## config.mk

```make
export PLATFORM = sky130hd
export DESIGN_NAME = sensor_fault_mask_power_cycler_core
export DESIGN_NICKNAME = d
export VERILOG_FILES = /design/src/rtl/core/sfmpc_pkg.sv /design/src/rtl/core/sfmpc_chan.sv /design/src/rtl/core/sensor_fault_mask_power_cycler_core.sv
export SDC_FILE = /design/constraint.sdc
export NUM_CORES = 1
export LEC_CHECK = 0
export ABC_AREA = 1
export BUFFER_PORTS_ARGS = -buffer_cell sky130_fd_sc_hd__clkbuf_2
export CORE_ASPECT_RATIO = 1.5
export CORE_MARGIN = 5
export CORE_UTILIZATION = 45
export CTS_BUF_LIST = sky130_fd_sc_hd__clkbuf_4
export CTS_CLUSTER_SIZE = 12
export DETAILED_ROUTE_END_ITERATION = 10
export PLACE_DENSITY = 0.69
export SYNTH_ARGS = -nofsm -noshare
export SYNTH_HDL_FRONTEND = slang
export SYNTH_SLANG_ARGS = --single-unit
```

## constraint.sdc

```tcl
create_clock -name clk -period 7.6 [get_ports clk]
set_input_delay 0.76 -clock clk [delete_from_list [all_inputs] [get_ports clk]]
set_output_delay 0.76 -clock clk [all_outputs]
set_load 0.01 [all_outputs]
```

## src/rtl/core/sfmpc_pkg.sv

```systemverilog
// sfmpc_pkg: shared types and constants for the sensor fault mask / power cycler.
// No dependencies; imported by sfmpc_chan and sensor_fault_mask_power_cycler_core.
`timescale 1ns / 1ps
`default_nettype none

package sfmpc_pkg;

    localparam int NUM_SENSORS = 6;
    localparam int COUNT_W     = 8;
    localparam int SW_POS_W    = 3;

    localparam logic [NUM_SENSORS-1:0] ALL_ENABLED   = 6'h3f;
    localparam logic [COUNT_W-1:0]     FAULT_SAT     = 8'd255;
    localparam logic [COUNT_W-1:0]     TIMEOUT_RESET = 8'd5;
    localparam logic [COUNT_W-1:0]     HOLDOFF_RESET = 8'd125;

    // config register indexes
    localparam logic [1:0] REG_COMMAND_ENABLE = 2'd0;
    localparam logic [1:0] REG_FAULT_TIMEOUT  = 2'd1;
    localparam logic [1:0] REG_CYCLE_HOLDOFF  = 2'd2;

    // sensor i drives power-switch request bit SWITCH_POS[i]
    localparam logic [SW_POS_W-1:0] SWITCH_POS [NUM_SENSORS] =
        '{3'd1, 3'd5, 3'd0, 3'd2, 3'd3, 3'd4};

    typedef struct packed {
        logic               enable;
        logic [COUNT_W-1:0] fault_timeout;
        logic [COUNT_W-1:0] cycle_holdoff;
    } chan_cfg_t;

    typedef struct packed {
        logic mask;
        logic request;
    } chan_out_t;

endpackage

`default_nettype wire

```

## src/rtl/core/sfmpc_chan.sv

```systemverilog
// sfmpc_chan: one sensor channel, fault tick counter and power-cycle holdoff counter.
// Depends on sfmpc_pkg.
`timescale 1ns / 1ps
`default_nettype none

module sfmpc_chan
    import sfmpc_pkg::*;
(
    input  wire logic      clk,
    input  wire logic      rst_n,
    input  wire logic      step,
    input  wire logic      fault,
    input  wire chan_cfg_t cfg,
    output chan_out_t      result
);

    logic [COUNT_W-1:0] fault_ticks_reg, fault_ticks_next;
    logic [COUNT_W-1:0] holdoff_reg, holdoff_next;
    logic [COUNT_W-1:0] ticks_inc;
    logic [COUNT_W-1:0] holdoff_mid;
    logic               request;

    always_comb
    begin
        ticks_inc   = (fault_ticks_reg == FAULT_SAT) ? fault_ticks_reg
                                                     : fault_ticks_reg + 1'b1;
        request     = 1'b0;
        holdoff_mid = holdoff_reg;
        if (fault)
        begin
            fault_ticks_next = ticks_inc;
            request          = (ticks_inc > cfg.fault_timeout) && (holdoff_reg == '0);
            if (request)
            begin
                holdoff_mid = cfg.cycle_holdoff;
            end
        end
        else if (!cfg.enable)
        begin
            fault_ticks_next = fault_ticks_reg;
        end
        else
        begin
            fault_ticks_next = '0;
        end
        // countdown also runs on the tick that loaded the counter
        holdoff_next = (holdoff_mid != '0) ? holdoff_mid - 1'b1 : holdoff_mid;
    end

    assign result.mask    = !fault && cfg.enable;
    assign result.request = request;

    always_ff @(posedge clk or negedge rst_n)
    begin
        if (!rst_n)
        begin
            fault_ticks_reg <= '0;
            holdoff_reg     <= '0;
        end
        else if (step)
        begin
            fault_ticks_reg <= fault_ticks_next;
            holdoff_reg     <= holdoff_next;
        end
    end

endmodule

`default_nettype wire

```

## src/rtl/core/sensor_fault_mask_power_cycler_core.sv

```systemverilog
// Top level of the sensor fault mask / power cycler.
// Depends on sfmpc_pkg and sfmpc_chan.
`timescale 1ns / 1ps
`default_nettype none

// Usage:
//   s_* carries one item per slow-frame tick: six fault flags, bit i = sensor i.
//   m_* returns one item per input: the enable mask and six power-cycle
//   request bits in power-switch order.
//   cfg_* writes command_enable (0), fault_timeout (1) or cycle_holdoff (2);
//   cfg_ready is always high, other indexes are dropped. Write only while idle.
// Timing:
//   An item is held in the input register, the six channels update
//   in parallel, and the result register shows it: m_tvalid rises once
//   the item moves on into the result register, which waits on m_tready.
//   One item per cycle sustained while m_tready stays high; the channel
//   counters are the only state carried between items.
// Reset:
//   All fault and holdoff counters clear, registers return to 63 / 5 / 125,
//   both pipeline stages empty.
// Stall:
//   While m_tready is low the result holds; one more item is accepted into
//   the input register, then s_tready drops until the result is taken.
module sensor_fault_mask_power_cycler_core
    import sfmpc_pkg::*;
(
    input  wire logic        clk,
    input  wire logic        rst_n,

    input  wire logic        s_tvalid,
    output logic             s_tready,
    input  wire logic [7:0]  s_tdata,   // [5:0] fault_bits, [7:6] zero

    output logic             m_tvalid,
    input  wire logic        m_tready,
    output logic [15:0]      m_tdata,   // [5:0] enable_mask, [11:6] cycle_request, [15:12] zero

    input  wire logic        cfg_valid,
    output logic             cfg_ready,
    input  wire logic [1:0]  cfg_index,
    input  wire logic [7:0]  cfg_data
);

    logic [NUM_SENSORS-1:0] command_enable_reg;
    logic [COUNT_W-1:0]     fault_timeout_reg;
    logic [COUNT_W-1:0]     cycle_holdoff_reg;

    logic                   in_valid_reg;
    logic [NUM_SENSORS-1:0] in_fault_reg;
    logic                   out_valid_reg;
    logic [NUM_SENSORS-1:0] mask_reg, mask_next;
    logic [NUM_SENSORS-1:0] request_reg, request_next;

    logic                   advance;
    chan_out_t              chan_res [NUM_SENSORS];

    assign cfg_ready = 1'b1;
    assign advance   = in_valid_reg && (!out_valid_reg || m_tready);
    assign s_tready  = !in_valid_reg || advance;

    always_ff @(posedge clk or negedge rst_n)
    begin
        if (!rst_n)
        begin
            command_enable_reg <= ALL_ENABLED;
            fault_timeout_reg  <= TIMEOUT_RESET;
            cycle_holdoff_reg  <= HOLDOFF_RESET;
        end
        else if (cfg_valid)
        begin
            case (cfg_index)
                REG_COMMAND_ENABLE: command_enable_reg <= cfg_data[NUM_SENSORS-1:0];
                REG_FAULT_TIMEOUT:  fault_timeout_reg  <= cfg_data;
                REG_CYCLE_HOLDOFF:  cycle_holdoff_reg  <= cfg_data;
                default:            ;
            endcase
        end
    end

    // input register
    always_ff @(posedge clk or negedge rst_n)
    begin
        if (!rst_n)
        begin
            in_valid_reg <= 1'b0;
        end
        else if (s_tready)
        begin
            in_valid_reg <= s_tvalid;
        end
    end

    always_ff @(posedge clk)
    begin
        if (s_tready && s_tvalid)
        begin
            in_fault_reg <= s_tdata[NUM_SENSORS-1:0];
        end
    end

    for (genvar g = 0; g < NUM_SENSORS; g++)
    begin : g_chan
        chan_cfg_t ccfg;
        // enable, fault_timeout, cycle_holdoff from the top bit down
        assign ccfg = {command_enable_reg[g], fault_timeout_reg, cycle_holdoff_reg};

        sfmpc_chan u_chan (
            .clk    (clk),
            .rst_n  (rst_n),
            .step   (advance),
            .fault  (in_fault_reg[g]),
            .cfg    (ccfg),
            .result (chan_res[g])
        );
    end

    always_comb
    begin
        request_next = '0;
        for (int i = 0; i < NUM_SENSORS; i++)
        begin
            mask_next[i]                 = chan_res[i].mask;
            request_next[SWITCH_POS[i]]  = chan_res[i].request;
        end
    end

    // result register
    always_ff @(posedge clk or negedge rst_n)
    begin
        if (!rst_n)
        begin
            out_valid_reg <= 1'b0;
        end
        else if (!out_valid_reg || m_tready)
        begin
            out_valid_reg <= in_valid_reg;
        end
    end

    always_ff @(posedge clk)
    begin
        if (advance)
        begin
            mask_reg    <= mask_next;
            request_reg <= request_next;
        end
    end

    assign m_tvalid = out_valid_reg;
    assign m_tdata  = {4'b0000, request_reg, mask_reg};

    // a faulty sensor never shows as enabled
    a_mask_vs_fault: assert property (@(posedge clk) disable iff (!rst_n)
        advance |=> (mask_reg & $past(in_fault_reg)) == '0)
        else $error("enable_mask set for a faulty sensor");

    // requests come only from faulty sensors; checked as never more requests than faults
    a_req_count: assert property (@(posedge clk) disable iff (!rst_n)
        advance |=> $countones(request_reg) <= $countones($past(in_fault_reg)))
        else $error("more requests than faults");

    // input side stalls only when both stages hold items
    a_stall_full: assert property (@(posedge clk) disable iff (!rst_n)
        !s_tready |-> (in_valid_reg && out_valid_reg && !m_tready))
        else $error("s_tready low with room in the pipeline");

endmodule

`default_nettype wire
```

==> summary.md <==
| Metric | Value |
|---|---|
| R2r worst-path depth | 27 |
| Leading area contributor after synthesis | dfrtp_1 |
| Wirelength per Cell | between 10 and 15 um |
| Area Growth Syn to Fin | 7.48% |
| Largest net degree at the start of global routing | 64 |
| Count of boundary I/O pins | 42 |
| Buf/Inv on CP | 4 |
| Initial core utilization | 0.459 |
| Sequential Area | about 3600 um2 |
| CTS tree | done |
| Slowest cell on crit path | nand2_1 |
| Sequential share of the synthesized area | 0.356 |
| Cts repair resizes | 0 |
| Seq pwr share | 0.303 |
| Final worst path period share | 0.512 |
| Final Total Pwr | 3890 uW |
| Post-synth ARST share | 0.870 |
| TritonCTS buffer count | 17 |
| Initial antenna violation count | 1 |
| Vias in the first global route | between 8,000 and 9,000 |
| CP endpoint kind | register |
| FMAX | between 200 and 300 MHz |
| VDD IR-drop max | 0.000115 V |
| Worst clock skew | 18.2 ps |
| Most frequent CP cell | nand2_1 |
| Setup Fix Bufs, Post-CTS | 0 |
| R2R Path End | g_chan[1].u_chan.holdoff_reg[3] |
| First-pass DRT Iterations | 5 |
| Clk_lat worst skew | 590 ps |
| Max-slew violation count | 0 |
| Max-Cap Viols | 0 |
| Period minus WS final | 3890 ps |
| Mapped Cells | 1,422 |
| Fill cells | 2,237 |
| YS warnings | 0 |
| Clock Path Buffers | 2 |
| Final Hold Viols | 0 |
| Worst endpoint required time | approximately 8100 ps |
| EDFF count, synth | 18 |
| DR vias | 8,897 |
| H-tree levels | 4 |
| Tightest Pin Transition | 856 ps |
| Residual DRC count | 0 |
| Clock root buffer | clkbuf_4 |
| Internal | 2020 uW |
| Hold buffers post-CTS | 0 |
| Synth cell types | 43 |
| Relative slew slack | 0.430 |
| Critical path startpoint category | register |
| Seq cells post-synth | 138 |
| First-pass GRT wire length | 41.5 mm |
| Delay-heaviest family, CP | simple AND/OR/NAND/NOR gates |
| FP Rows | 66 |
| RePlAce Congestion | roughly 0.92 |
| Gr ovfl total | 0 |
| R2r setup slk | roughly 3700 ps |
| Syn_area_per_cell | between 7 and 8 um2 |
| CP arrival | 4400 ps |
| Top FF cell, synth | dfrtp_1 |
| ANT nets after route | 0 |
| Top post-synthesis cells by count | nand2_1, inv_1, nand3_1, dfrtp_1, nor2_1 |
| Syn Std Cell Area | 10,000 um2 |
| Clk sinks | 138 |
| Via density | 5.10 |
| Worst-path maximum fanout | 12 |
| Layout cell share with drive strength beyond 1 | 0.106 |
| Status | complete, no violations |
| Comb pwr share | 0.548 |
| Synth top area share | 0.265 |
| Overall global routing resource usage | 0.200 |
| Core area | ~22,000 um2 |
| Crit path kind | register to register |
| Clock network power share | 0.149 |
| Top post-synthesis cells by area | dfrtp_1, nand2_1, inv_1, ha_1, nand3_1 |
| CP max stage delay | around 420 ps |
| Die span in y | 193 um |
| Routed Wire Length | 24.9 mm |
| Most instantiated library cell after synthesis | nand2_1 |
| Final setup fails | 0 |
| RSZ-0062 raised after global routing | false |
| Total Nets Final | 1,546 |
| Cell area power density | roughly 360 nW/um2 |
| Clk slew on worst S/H paths | 130 ps |
| Setup_tns | 0 ps |
| Leak | 0.00577 uW |
| Post-DP HPWL | 18.5 mm |
| Area occupied by multi-input gates | roughly 5400 um2 |
| Die width | 132 um |
| Net Sw Power | 1870 uW |
| Total die area | roughly 25,000 um2 |
| R2R Path Start | g_chan[1].u_chan.fault_ticks_reg[0] |
| Starting DRT DRC Count | ~490 |
| PortBufs | 34 |
| Switching power share of the total | 0.481 |
| Worst Hold Class | input port to asynchronous set/reset pin |
## cells in the final DEF, fill, tap and decap left out, types with 24 or more instances in the layout
master | Yosys | layout
nand2_1 | 440 | 439
ha_1 | 66 | 66
o21ai_0 | 67 | 67
o22ai_1 | 24 | 24
xor2_1 | 28 | 28
nand3_1 | 133 | 133
inv_1 | 234 | 233
a21oi_1 | 34 | 34
nor2_1 | 100 | 100
dfrtp_1 | 106 | 106
clkbuf_2 | 0 | 33
## final cells by class
class | instances | share of cell area
Timing Repair Buffer | 37 | 0.0182
Antenna cell | 1 | 0.000233
Sequential cell | 138 | 0.331
Clock buffer | 18 | 0.0126
Clock inverter | 14 | 0.0188
Tap cell | 272 | 0.0316
Inverter | 241 | 0.0841
Multi-Input combinational cell | 1022 | 0.503
## power by group through the flow
| stage | combinational (uW) | sequential [uW] | clock [uW] |
|---|---|---|---|
| final | 2130 | 1180 | 580 |
| after global routing | 2460 | 1210 | 620 |
| after CTS | 2140 | 1180 | 593 |
| after detailed placement | 2120 | 1190 | 0 |
| after global placement | 2070 | 1180 | 0 |
| after floorplan | 1720 | 1140 | 0 |
## kinds of logic after synthesis
logic type / after synthesis / synth area share
buffers and inverters: 265 / 0.105
flip-flops: 138 / 0.356
other: 2 / 0.000751
AO/OA/AOI/OAI: 154 / 0.0859
AND/OR/NAND/NOR: 766 / 0.343
XOR/XNOR: 31 / 0.0271
adder cells (fa/ha/maj): 66 / 0.0825
## per-layer routing
layer,wire (um),track usage
met5,0,0
met1,10400,0.229
met3,720,0.0310
met2,13000,0.372
met4,760,0.0800
## per-stage QoR
stage / instance area (um2) / hold slack [ps] / setup slack [ps] / instances / util
floorplan: 10000 / 449 / 4380 / 1425 / -
global placement: 10400 / 461 / 3800 / 1710 / 0.478
detailed placement: 10400 / 465 / 3780 / 1710 / 0.478
CTS: 10800 / 292 / 3720 / 1742 / 0.493
global route: 10800 / 315 / 3160 / 1743 / 0.493
finish: 10800 / 278 / 3710 / 1743 / 0.493
## worst max-delay path by stage
stage	from	end	cells past startpoint
after floorplan	g_chan[5].u_chan.fault_ticks_reg[0]	g_chan[5].u_chan.holdoff_reg[6]	24
after global placement	g_chan[2].u_chan.fault_ticks_reg[0]	g_chan[2].u_chan.holdoff_reg[3]	25
after detailed placement	g_chan[2].u_chan.fault_ticks_reg[0]	g_chan[2].u_chan.holdoff_reg[4]	25
after CTS	g_chan[1].u_chan.fault_ticks_reg[0]	g_chan[1].u_chan.holdoff_reg[3]	27
after global routing	g_chan[2].u_chan.fault_ticks_reg[0]	g_chan[2].u_chan.holdoff_reg[3]	25
final	g_chan[1].u_chan.fault_ticks_reg[0]	g_chan[1].u_chan.holdoff_reg[3]	27
No activity file was read; power rests on OpenSTA's default activity.
